===== src/rtl/fsts_pkg.sv =====
// Package for the fixed-step tick scheduler: payload and status types, datapath ops,
// register indexes, reset values, the wrap-tolerant difference function and a zero-interval guard.
// No dependencies; every other file of the block refers to it by scoped names.
package fsts_pkg;

  // Tick cap per input item
  localparam int unsigned MAX_TICKS_DEF = 63;

  // Reset values of the architectural state
  localparam logic [15:0] INTERVAL_RESET   = 16'd16;
  localparam logic [31:0] START_TIME_RESET = 32'h0000_0000;

  // Configuration port
  localparam int unsigned CFG_IDX_W  = 1;
  localparam int unsigned CFG_DATA_W = 32;
  localparam logic [CFG_IDX_W-1:0] CFG_INITIAL_INTERVAL = 1'd0;
  localparam logic [CFG_IDX_W-1:0] CFG_START_TIME       = 1'd1;

  // Wrap detection window and adjustment
  localparam logic [31:0] WRAP_LO  = 32'h0000_ffff;
  localparam logic [31:0] WRAP_HI  = 32'hffff_0000;
  localparam logic [31:0] WRAP_ADJ = 32'h000f_ffff;

  localparam logic [16:0] FRAC_ONE = 17'h1_0000;
  localparam logic [31:0] SAT32    = 32'hffff_ffff;

  // Divider step counts, minus one
  localparam int unsigned DIV_CNT_W = 5;
  localparam logic [DIV_CNT_W-1:0] DIV_STEPS_RESCALE_M1 = 5'd31;
  localparam logic [DIV_CNT_W-1:0] DIV_STEPS_FRAC_M1    = 5'd15;

  typedef struct packed {
    logic [31:0] now_ms;
    logic        paused;
    logic [15:0] requested_interval;
  } fsts_in_t;

  typedef struct packed {
    logic        kind;
    logic [31:0] tick_number;
    logic [31:0] tick_time;
    logic [16:0] fraction;
    logic        lag_overflow;
    logic        last;
  } fsts_out_t;

  localparam logic KIND_TICK    = 1'b0;
  localparam logic KIND_SUMMARY = 1'b1;

  // Commands from the controller to the datapath
  typedef enum logic [3:0] {
    OP_NOP,
    OP_LATCH,
    OP_PAUSE,
    OP_MEAS,
    OP_MUL,
    OP_NUM,
    OP_DIV_RESCALE,
    OP_RESCALE,
    OP_TICK,
    OP_FRAC,
    OP_SUMMARY
  } fsts_op_t;

  // Status from the datapath to the controller
  typedef struct packed {
    logic tick_due;
    logic pend_nz;
    logic paused;
    logic out_free;
    logic div_done;
  } fsts_stat_t;

  // Absolute difference, shifting both values when they straddle the wrap point
  function automatic logic [31:0] wrap_diff(input logic [31:0] a, input logic [31:0] b);
    logic        near;
    logic [31:0] aa;
    logic [31:0] bb;
    near = ((a < WRAP_LO) && (b > WRAP_HI)) || ((b < WRAP_LO) && (a > WRAP_HI));
    aa   = near ? (a + WRAP_ADJ) : a;
    bb   = near ? (b + WRAP_ADJ) : b;
    return (aa > bb) ? (aa - bb) : (bb - aa);
  endfunction

  // Map a zero interval to one
  function automatic logic [15:0] safe_interval(input logic [15:0] v);
    return (v == 16'h0000) ? 16'h0001 : v;
  endfunction

endpackage


===== src/rtl/fsts_div.sv =====
// Iterative restoring divider for the tick scheduler, one quotient bit per cycle.
// Serves both the interval rescale and the Q0.16 fraction. Uses fsts_pkg.
module fsts_div (
  input  logic                            clk,
  input  logic                            rst_n,
  input  logic                            start,
  input  logic [fsts_pkg::DIV_CNT_W-1:0]  steps_m1,
  input  logic [16:0]                     rem_init,
  input  logic [31:0]                     low_init,
  input  logic [16:0]                     den,
  output logic [31:0]                     quo,
  output logic                            done
);

  logic                           busy_r;
  logic                           done_r;
  logic [fsts_pkg::DIV_CNT_W-1:0] cnt_r;
  logic [16:0]                    rem_r;
  logic [31:0]                    low_r;
  logic [16:0]                    den_r;
  logic [31:0]                    quo_r;
  logic [17:0]                    rem_sh;
  logic [17:0]                    rem_sub;
  logic                           qbit;

  // One restoring step: shift in the next dividend bit, subtract when it fits
  assign rem_sh  = {rem_r, low_r[31]};
  assign qbit    = (rem_sh >= {1'b0, den_r});
  assign rem_sub = rem_sh - {1'b0, den_r};

  // Sequence the steps
  always_ff @(posedge clk) begin
    if (!rst_n) begin
      busy_r <= 1'b0;
      done_r <= 1'b0;
      cnt_r  <= '0;
    end else begin
      done_r <= 1'b0;
      if (start) begin
        busy_r <= 1'b1;
        cnt_r  <= steps_m1;
      end else if (busy_r) begin
        cnt_r <= cnt_r - 1'b1;
        if (cnt_r == '0) begin
          busy_r <= 1'b0;
          done_r <= 1'b1;
        end
      end
    end
  end

  // Operand and quotient shift registers
  always_ff @(posedge clk) begin
    if (start) begin
      rem_r <= rem_init;
      low_r <= low_init;
      den_r <= den;
    end else if (busy_r) begin
      rem_r <= qbit ? rem_sub[16:0] : rem_sh[16:0];
      low_r <= {low_r[30:0], 1'b0};
      quo_r <= {quo_r[30:0], qbit};
    end
  end

  assign quo  = quo_r;
  assign done = done_r;

endmodule


===== src/rtl/fsts_dp.sv =====
// Datapath of the tick scheduler: schedule state, rescale multiplier, shared divider
// and the output register. Driven by fsts_ctrl ops; uses fsts_pkg and fsts_div.
module fsts_dp (
  input  logic                                clk,
  input  logic                                rst_n,
  input  fsts_pkg::fsts_op_t                  op,
  output fsts_pkg::fsts_stat_t                stat,
  input  fsts_pkg::fsts_in_t                  in_data,
  output logic                                out_valid,
  input  logic                                out_ready,
  output fsts_pkg::fsts_out_t                 out_data,
  input  logic                                cfg_we,
  input  logic [fsts_pkg::CFG_IDX_W-1:0]      cfg_index,
  input  logic [fsts_pkg::CFG_DATA_W-1:0]     cfg_wdata
);

  // Architectural state
  logic [15:0] cur_r;
  logic [15:0] pend_r;
  logic [31:0] ltt_r;
  logic [31:0] le_r;
  logic [31:0] tick_num_r;
  logic        paused_r;
  logic        out_valid_r;

  // Per-item working registers
  logic [31:0]           now_r;
  logic [47:0]           prod_r;
  logic [49:0]           num_r;
  logic                  sat_r;
  logic                  frac_sat_r;
  logic                  ovf_r;
  fsts_pkg::fsts_out_t   out_data_r;

  logic [31:0] wd_ltt;
  logic [31:0] ltt_step;
  logic [31:0] frac_x;
  logic [31:0] new_diff;
  logic [16:0] fraction;
  logic        tick_due;

  logic                           div_start;
  logic [fsts_pkg::DIV_CNT_W-1:0] div_steps_m1;
  logic [16:0]                    div_rem_init;
  logic [31:0]                    div_low_init;
  logic [16:0]                    div_den;
  logic [31:0]                    div_quo;
  logic                           div_done;

  assign wd_ltt   = fsts_pkg::wrap_diff(now_r, ltt_r);
  assign ltt_step = ltt_r + {16'h0000, cur_r};
  assign tick_due = (le_r >= {16'h0000, cur_r});
  assign frac_x   = paused_r ? le_r : wd_ltt;
  assign new_diff = sat_r ? fsts_pkg::SAT32 : div_quo;
  assign fraction = frac_sat_r ? fsts_pkg::FRAC_ONE : {1'b0, div_quo[15:0]};

  // Feed the shared divider: rescale uses the 50-bit numerator, fraction shifts in zeros
  always_comb begin
    div_start    = 1'b0;
    div_steps_m1 = fsts_pkg::DIV_STEPS_FRAC_M1;
    div_rem_init = {1'b0, frac_x[15:0]};
    div_low_init = 32'h0000_0000;
    div_den      = {1'b0, cur_r};
    if (op == fsts_pkg::OP_DIV_RESCALE) begin
      div_start    = 1'b1;
      div_steps_m1 = fsts_pkg::DIV_STEPS_RESCALE_M1;
      div_rem_init = num_r[48:32];
      div_low_init = num_r[31:0];
      div_den      = {cur_r, 1'b0};
    end else if (op == fsts_pkg::OP_FRAC) begin
      div_start = 1'b1;
    end
  end

  fsts_div u_div (
    .clk      (clk),
    .rst_n    (rst_n),
    .start    (div_start),
    .steps_m1 (div_steps_m1),
    .rem_init (div_rem_init),
    .low_init (div_low_init),
    .den      (div_den),
    .quo      (div_quo),
    .done     (div_done)
  );

  // Schedule state and output valid
  always_ff @(posedge clk) begin
    if (!rst_n) begin
      cur_r       <= fsts_pkg::INTERVAL_RESET;
      pend_r      <= '0;
      ltt_r       <= fsts_pkg::START_TIME_RESET;
      le_r        <= '0;
      tick_num_r  <= '0;
      paused_r    <= 1'b0;
      out_valid_r <= 1'b0;
    end else begin
      if (out_ready) begin
        out_valid_r <= 1'b0;
      end
      unique case (op)
        fsts_pkg::OP_LATCH: begin
          paused_r <= in_data.paused;
          if (in_data.requested_interval != 16'h0000) begin
            pend_r <= (in_data.requested_interval == cur_r) ? 16'h0000
                                                            : in_data.requested_interval;
          end
        end
        fsts_pkg::OP_PAUSE: begin
          ltt_r <= now_r - le_r;
        end
        fsts_pkg::OP_MEAS: begin
          le_r <= wd_ltt;
        end
        fsts_pkg::OP_RESCALE: begin
          le_r   <= new_diff;
          ltt_r  <= now_r - new_diff;
          cur_r  <= pend_r;
          pend_r <= '0;
        end
        fsts_pkg::OP_TICK: begin
          out_valid_r <= 1'b1;
          ltt_r       <= ltt_step;
          tick_num_r  <= tick_num_r + 32'd1;
          le_r        <= fsts_pkg::wrap_diff(now_r, ltt_step);
        end
        fsts_pkg::OP_SUMMARY: begin
          out_valid_r <= 1'b1;
        end
        default: ;
      endcase
      // Configuration writes must arrive only while idle; this block does not enforce it
      if (cfg_we) begin
        unique case (cfg_index)
          fsts_pkg::CFG_INITIAL_INTERVAL: begin
            cur_r  <= fsts_pkg::safe_interval(cfg_wdata[15:0]);
            pend_r <= '0;
          end
          fsts_pkg::CFG_START_TIME: begin
            ltt_r <= cfg_wdata;
          end
          default: ;
        endcase
      end
    end
  end

  // Working registers and output beat
  always_ff @(posedge clk) begin
    unique case (op)
      fsts_pkg::OP_LATCH: begin
        now_r <= in_data.now_ms;
      end
      fsts_pkg::OP_MUL: begin
        prod_r <= le_r * pend_r;
      end
      fsts_pkg::OP_NUM: begin
        num_r <= {1'b0, prod_r, 1'b0} + {34'h0, cur_r};
      end
      fsts_pkg::OP_DIV_RESCALE: begin
        sat_r <= (num_r[49:32] >= {1'b0, cur_r, 1'b0});
      end
      fsts_pkg::OP_FRAC: begin
        frac_sat_r <= (frac_x >= {16'h0000, cur_r});
        ovf_r      <= !paused_r && tick_due;
      end
      fsts_pkg::OP_TICK: begin
        out_data_r.kind         <= fsts_pkg::KIND_TICK;
        out_data_r.tick_number  <= tick_num_r;
        out_data_r.tick_time    <= now_r;
        out_data_r.fraction     <= '0;
        out_data_r.lag_overflow <= 1'b0;
        out_data_r.last         <= 1'b0;
      end
      fsts_pkg::OP_SUMMARY: begin
        out_data_r.kind         <= fsts_pkg::KIND_SUMMARY;
        out_data_r.tick_number  <= tick_num_r;
        out_data_r.tick_time    <= now_r;
        out_data_r.fraction     <= fraction;
        out_data_r.lag_overflow <= ovf_r;
        out_data_r.last         <= 1'b1;
      end
      default: ;
    endcase
  end

  assign stat.tick_due = tick_due;
  assign stat.pend_nz  = (pend_r != 16'h0000);
  assign stat.paused   = paused_r;
  assign stat.out_free = !out_valid_r || out_ready;
  assign stat.div_done = div_done;

  assign out_valid = out_valid_r;
  assign out_data  = out_data_r;

endmodule


===== src/rtl/fsts_ctrl.sv =====
// Controller of the tick scheduler: sequences measure, rescale, tick emission and
// summary, and counts ticks against the cap. Uses fsts_pkg; drives fsts_dp.
module fsts_ctrl #(
  parameter int unsigned MAX_TICKS = fsts_pkg::MAX_TICKS_DEF
) (
  input  logic                  clk,
  input  logic                  rst_n,
  input  logic                  in_valid,
  output logic                  in_ready,
  input  fsts_pkg::fsts_stat_t  stat,
  output fsts_pkg::fsts_op_t    op
);

  localparam int unsigned TCNT_W = $clog2(MAX_TICKS + 1);

  typedef enum logic [3:0] {
    S_IDLE,
    S_EVAL,
    S_CHKPEND,
    S_NUM,
    S_DIVGO,
    S_DIVWAIT,
    S_TICK,
    S_FRAC,
    S_FRACWAIT,
    S_SUM
  } state_t;

  state_t              state_r;
  state_t              state_nxt;
  logic [TCNT_W-1:0]   tcnt_r;
  logic [TCNT_W-1:0]   tcnt_nxt;
  logic                cap_ok;

  assign cap_ok = (tcnt_r < TCNT_W'(MAX_TICKS));

  // Next state and datapath op
  always_comb begin
    state_nxt = state_r;
    tcnt_nxt  = tcnt_r;
    op        = fsts_pkg::OP_NOP;
    unique case (state_r)
      S_IDLE: begin
        if (in_valid) begin
          op        = fsts_pkg::OP_LATCH;
          tcnt_nxt  = '0;
          state_nxt = S_EVAL;
        end
      end
      S_EVAL: begin
        if (stat.paused) begin
          op        = fsts_pkg::OP_PAUSE;
          state_nxt = S_FRAC;
        end else begin
          op        = fsts_pkg::OP_MEAS;
          state_nxt = S_CHKPEND;
        end
      end
      S_CHKPEND: begin
        if (stat.pend_nz) begin
          op        = fsts_pkg::OP_MUL;
          state_nxt = S_NUM;
        end else begin
          state_nxt = S_TICK;
        end
      end
      S_NUM: begin
        op        = fsts_pkg::OP_NUM;
        state_nxt = S_DIVGO;
      end
      S_DIVGO: begin
        op        = fsts_pkg::OP_DIV_RESCALE;
        state_nxt = S_DIVWAIT;
      end
      S_DIVWAIT: begin
        if (stat.div_done) begin
          op        = fsts_pkg::OP_RESCALE;
          state_nxt = S_TICK;
        end
      end
      S_TICK: begin
        // Emit one tick per free output slot until none is due or the cap is hit
        if (stat.tick_due && cap_ok) begin
          if (stat.out_free) begin
            op       = fsts_pkg::OP_TICK;
            tcnt_nxt = tcnt_r + 1'b1;
          end
        end else begin
          state_nxt = S_FRAC;
        end
      end
      S_FRAC: begin
        op        = fsts_pkg::OP_FRAC;
        state_nxt = S_FRACWAIT;
      end
      S_FRACWAIT: begin
        if (stat.div_done) begin
          state_nxt = S_SUM;
        end
      end
      S_SUM: begin
        if (stat.out_free) begin
          op        = fsts_pkg::OP_SUMMARY;
          state_nxt = S_IDLE;
        end
      end
      default: begin
        state_nxt = S_IDLE;
      end
    endcase
  end

  // Hold state and tick count
  always_ff @(posedge clk) begin
    if (!rst_n) begin
      state_r <= S_IDLE;
      tcnt_r  <= '0;
    end else begin
      state_r <= state_nxt;
      tcnt_r  <= tcnt_nxt;
    end
  end

  assign in_ready = (state_r == S_IDLE);

endmodule


===== src/rtl/fixed_step_tick_scheduler_unit.sv =====
// Top level of the fixed-step tick scheduler: controller plus datapath.
// Depends on fsts_pkg, fsts_ctrl, fsts_dp and fsts_div.
//
// Usage:
//   Input beats (in_valid/in_ready, in_data) carry a millisecond timestamp, a pause
//   flag and an optional interval request. For each input beat the block sends zero
//   or more tick beats (kind 0), one per whole interval elapsed, up to
//   MAX_TICKS_PER_ITEM, then one summary beat (kind 1, last 1) with the Q0.16
//   fraction and the lag-overflow flag on out_valid/out_ready, out_data.
//   Configuration writes (cfg_we, cfg_index, cfg_wdata) load the interval or the
//   last tick time. Issue them only while the block is idle; it does not check.
// Timing:
//   One item at a time. An interval change adds the 50-by-17-bit rescale division,
//   one quotient bit per cycle; the Q0.16 fraction takes a second divider run.
//   Ticks leave at one beat per cycle while out_ready holds.
// Reset and stall:
//   Synchronous active-low reset loads interval 16, last tick time 0, counter 0.
//   A stalled receiver holds the output register; the block waits for the slot to
//   drain, and takes the next input beat while the summary is still waiting.
module fixed_step_tick_scheduler_unit #(
  parameter int unsigned MAX_TICKS_PER_ITEM = fsts_pkg::MAX_TICKS_DEF
) (
  input  logic                             clk,
  input  logic                             rst_n,
  input  logic                             in_valid,
  output logic                             in_ready,
  input  fsts_pkg::fsts_in_t               in_data,
  output logic                             out_valid,
  input  logic                             out_ready,
  output fsts_pkg::fsts_out_t              out_data,
  input  logic                             cfg_we,
  input  logic [fsts_pkg::CFG_IDX_W-1:0]   cfg_index,
  input  logic [fsts_pkg::CFG_DATA_W-1:0]  cfg_wdata
);

  fsts_pkg::fsts_op_t   op;
  fsts_pkg::fsts_stat_t stat;

  fsts_ctrl #(
    .MAX_TICKS (MAX_TICKS_PER_ITEM)
  ) u_ctrl (
    .clk      (clk),
    .rst_n    (rst_n),
    .in_valid (in_valid),
    .in_ready (in_ready),
    .stat     (stat),
    .op       (op)
  );

  fsts_dp u_dp (
    .clk       (clk),
    .rst_n     (rst_n),
    .op        (op),
    .stat      (stat),
    .in_data   (in_data),
    .out_valid (out_valid),
    .out_ready (out_ready),
    .out_data  (out_data),
    .cfg_we    (cfg_we),
    .cfg_index (cfg_index),
    .cfg_wdata (cfg_wdata)
  );

endmodule


===== config.mk =====
export PLATFORM = sky130hd
export DESIGN_NAME = fixed_step_tick_scheduler_unit
export DESIGN_NICKNAME = d
export VERILOG_FILES = /design/src/rtl/fsts_pkg.sv /design/src/rtl/fsts_div.sv /design/src/rtl/fsts_dp.sv /design/src/rtl/fsts_ctrl.sv /design/src/rtl/fixed_step_tick_scheduler_unit.sv
export SDC_FILE = /design/constraint.sdc
export NUM_CORES = 2
export LEC_CHECK = 0
export ABC_CLOCK_PERIOD_IN_PS = 19700
export BUFFER_PORTS_ARGS = -buffer_cell sky130_fd_sc_hd__buf_2
export CELL_PAD_IN_SITES_DETAIL_PLACEMENT = 1
export CELL_PAD_IN_SITES_GLOBAL_PLACEMENT = 1
export CORE_AREA = 5 5 414 416
export CTS_CLUSTER_DIAMETER = 100
export DETAILED_ROUTE_END_ITERATION = 8
export DIE_AREA = 0 0 419 421
export PLACE_DENSITY_LB_ADDON = 0.1
export SLEW_MARGIN = 15
export SYNTH_ARGS = -nofsm -noshare
export SYNTH_HDL_FRONTEND = slang
export SYNTH_SLANG_ARGS = --single-unit

===== constraint.sdc =====
create_clock -name clk -period 19.7 [get_ports clk]
set_input_delay 1.97 -clock clk [delete_from_list [all_inputs] [get_ports clk]]
set_output_delay 1.97 -clock clk [all_outputs]
set_load 0.02 [all_outputs]

==> summary.txt <==
Power
  – Switching share of power: 0.503
  – P_leak: 23.2 nW
  – Clock share of power: 0.185
  – Pint: a little over 3 mW
  – Total design power: 6.22 mW
  – VDD IR max: 74.3 µV
  – Pwr per Cell Area: 113 nW/µm²
  – Reg power frac: 0.235
  – Part of the power in combinational logic: 0.580
  – Switching power total: between 3 and 4 mW

Timing
  – RSZ-0062 raised after global routing: no
  – Final hold violations: 0
  – Final worst-path cycle share: 0.521
  – Final setup viols: 0
  – Final Critical Period: a little over 10 ns
  – Worst-Margin Slew: about 1.3 ns
  – Max Clock Skew: between 0.04 and 0.05 ns
  – Worst Hold Slack: about 0.44 ns
  – Max-slew violation count: 0
  – Slew headroom: 0.153
  – Max frequency: 97.4 MHz
  – Setup TNS Final: 0 ns

GRT
  – Congestion Overflow GR: 0
  – Pin count of the biggest net entering global routing: 76
  – Vias in the first global route: approximately 45000
  – Initial antenna violation count: 16
  – Global-route wire length before repair: about 320 mm
  – GRT Overall Usage: 0.242

Final layout
  – Number of fillers in the final layout: 19400
  – Nets: 6625
  – Area of the multi-input gates: 33700 µm²
  – Register Area: roughly 12000 µm²
  – Share of layout cells above drive strength 1: 0.0816
  – Core Util, Final: 0.329
  – Layout area overhead: 10.5%

Worst setup path
  – Crit-path slowest cell: a2111oi_4
  – Arrival time worst endpoint: 10.68 ns
  – Setup CP Type: reg2reg
  – Critical Path End Type: flop
  – Most frequent CP cell: nor4_1
  – Worst path required time: 20.11 ns
  – CP Launch Point: u_dp.now_r[19]$_DFFE_PP_
  – Critical-path maximum fanout: 36
  – Worst Setup Start Kind: flop
  – Worst path max stage delay: 0.69 ns
  – R2R Setup Slk: ~9.4 ns
  – Reg2reg start: u_dp.now_r[19]$_DFFE_PP_

Logic synthesis
  – Sequential-to-total area share from yosys stat: 0.249
  – Synth Net Count: 6612
  – Synth cell types: 110
  – Top-count cell post-synth: nand2_1
  – EDFF count, synth: 314
  – Synth cell count leaders: 708 x nand2_1, 675 x inv_1, 426 x fa_1, 382 x nor2_1, 381 x ha_1
  – Ys flop type: edfxtp_1
  – Mapped Cells: 5718
  – Cell Area, Synth: 49800 µm²
  – Async SR Flop Fraction: 0
  – #FFs+latches synth: 461
  – Largest cells by area after synthesis: edfxtp_1 19%, fa_1 17%, ha_1 9.6%
  – Syn_area_per_cell: ~8.7 µm²
  – Top cell type's share of synthesized area: 0.190
  – Cell taking the most area after synthesis: edfxtp_1
  – Number of synthesis warnings: 0

CTS
  – Setup bufs post-CTS: 0
  – H-tree depth: 2
  – CTS buffer count: between 60 and 70
  – Worst-path clk slew: 0.06 ns
  – Hold buffers post-CTS: 0
  – Clock sink total: about 460
  – Cts repair resizes: 0
  – Worst-Skew Late Latency: 0.71 ns
  – Clock buffer depth: 3
  – Clock root cell: clkbuf_16
  – CTS tree: built

Placed design
  – Routability cong.: 0.944
  – Port Buffers: 172
  – Detailed Place HPWL: 176 mm

Drt
  – DR vias/cell: 5.36
  – DRC viols: 0
  – DR iter-0 viols: approximately 2800
  – Final wirelength: 217 mm
  – DRT Pass-1 Iters: 5
  – Routed len/inst: 27.1 µm
  – Via count: 42800
  – Antenna Violating Nets Remaining: 0

Die
  – FP Rows: 150
  – Ports: 173
  – CORE AREA: 167000 µm²
  – Initial Utilization: 0.298
  – Die width: between 400 and 500 µm
  – Die Area: 176000 µm²
  – Die Ht: roughly 420 µm

Worst hold path
  – Hold Startpoint: u_dp.tick_num_r[3]$_SDFFE_PN0P_
  – Hold WC Path Type: reg2reg

Flow run
  – Max_cap viols: 0

Outcome
  – Status: finished clean
-- cells by family after synthesis --
group,count (synthesis),synth area share
DFF,461,0.249
AOI/OAI and AO/OA,1255,0.166
and+or+nand+nor,1841,0.176
muxes,63,0.0134
adders and majority gates,807,0.267
xor gates and xnor gates,295,0.0522
buffers and inverters,996,0.0765
-- worst paths after layout --
| kind | to | depth (start not counted) |
|---|---|---|
| max | u_dp.frac_sat_r$_DFFE_PP_ | 33 |
| min | u_dp.out_data[54]$_DFFE_PP_ | 0 |
| max reg2reg | u_dp.frac_sat_r$_DFFE_PP_ | 33 |
| min reg2reg | u_dp.out_data[54]$_DFFE_PP_ | 0 |
-- placed cells by master (no fill, tap or decap), types with 37 or more instances in the layout --
cell,count
xnor2_1,212
and2_1,199
nor4_1,58
mux2i_1,37
nor2b_1,44
and3_1,42
buf_4,98
ha_1,381
nor2_1,380
nand4_1,82
nand3_1,100
a21o_1,124
xor2_1,81
nand2_1,707
edfxtp_1,314
nor3_1,69
o21ai_0,269
buf_2,172
fa_1,426
inv_1,673
a21oi_1,336
a31oi_1,44
clkbuf_16,63
o21bai_1,49
a211oi_1,39
dfxtp_1,147
o211ai_1,40
-- power groups by stage --
stage | Sequential [mW] | Clock, mW | Combinational, mW
6_report | 1.46 | 1.15 | 3.60
5_1_grt | 1.47 | 1.22 | 3.91
4_1_cts | 1.46 | 1.18 | 3.58
3_5_place_dp | 1.47 | 0 | 3.56
3_3_place_gp | 1.47 | 0 | 3.55
2_1_floorplan | 1.36 | 0 | 2.24
-- metrics by stage --
step                worst slack, ns  std cells  cell area (µm²)
finish                         9.44       7991            55000
global placement               9.89       7872            52900
floorplan                     11.47       5718            49800
detailed placement             9.69       7872            52900
global route                   8.64       7988            55000
CTS                            9.63       7987            55000
-- per-layer routing --
metal / routed length (µm) / global-route usage / vias to the layer above
met2: 101000 / 0.399 / 961
met5: 91 / 0 / -
met1: 98600 / 0.331 / 22100
met4: 6650 / 0.0650 / 14
met3: 10900 / 0.0358 / 219
li1: - / - / 19500
-- area by class of cell --
class | count | share of cell area
sequential | 461 | 0.225
timing repair buffer | 270 | 0.0290
clock inverter | 23 | 0.00480
multi-input combinational | 4261 | 0.612
antenna | 4 | 0.000182
inverter | 676 | 0.0462
clock buffer | 92 | 0.0323
tap | 2204 | 0.0502
-- state kept, by name, summed over array words and instances (netlist names) --
name               cells
u_ctrl.state_r         4
u_ctrl.tcnt_r          6
u_dp.cur_r            16
u_dp.frac_sat_r        1
u_dp.le_r             32
u_dp.ltt_r            32
u_dp.now_r            32
u_dp.num_r            50
u_dp.out_data         83
u_dp.out_valid         1
u_dp.ovf_r             1
u_dp.paused_r          1
u_dp.pend_r           16
u_dp.prod_r           48
u_dp.sat_r             1
u_dp.tick_num_r       32
u_dp.u_div.busy_r      1
u_dp.u_div.cnt_r       5
u_dp.u_div.den_r      17
u_dp.u_div.done        1
u_dp.u_div.low_r      32
u_dp.u_div.quo        32
u_dp.u_div.rem_r      17
-- worst max-delay path: cells and delay by family (launching register included) --
kind	cells	cell delay (ns)
buffers and inverters	1	0.26
adders and majority gates	2	0.59
AOI/OAI and AO/OA	11	2.52
muxes	1	0.31
DFF	1	0.55
and+or+nand+nor	17	5.13
xor gates and xnor gates	1	0.59
No activity file was read; power rests on OpenSTA's default activity.
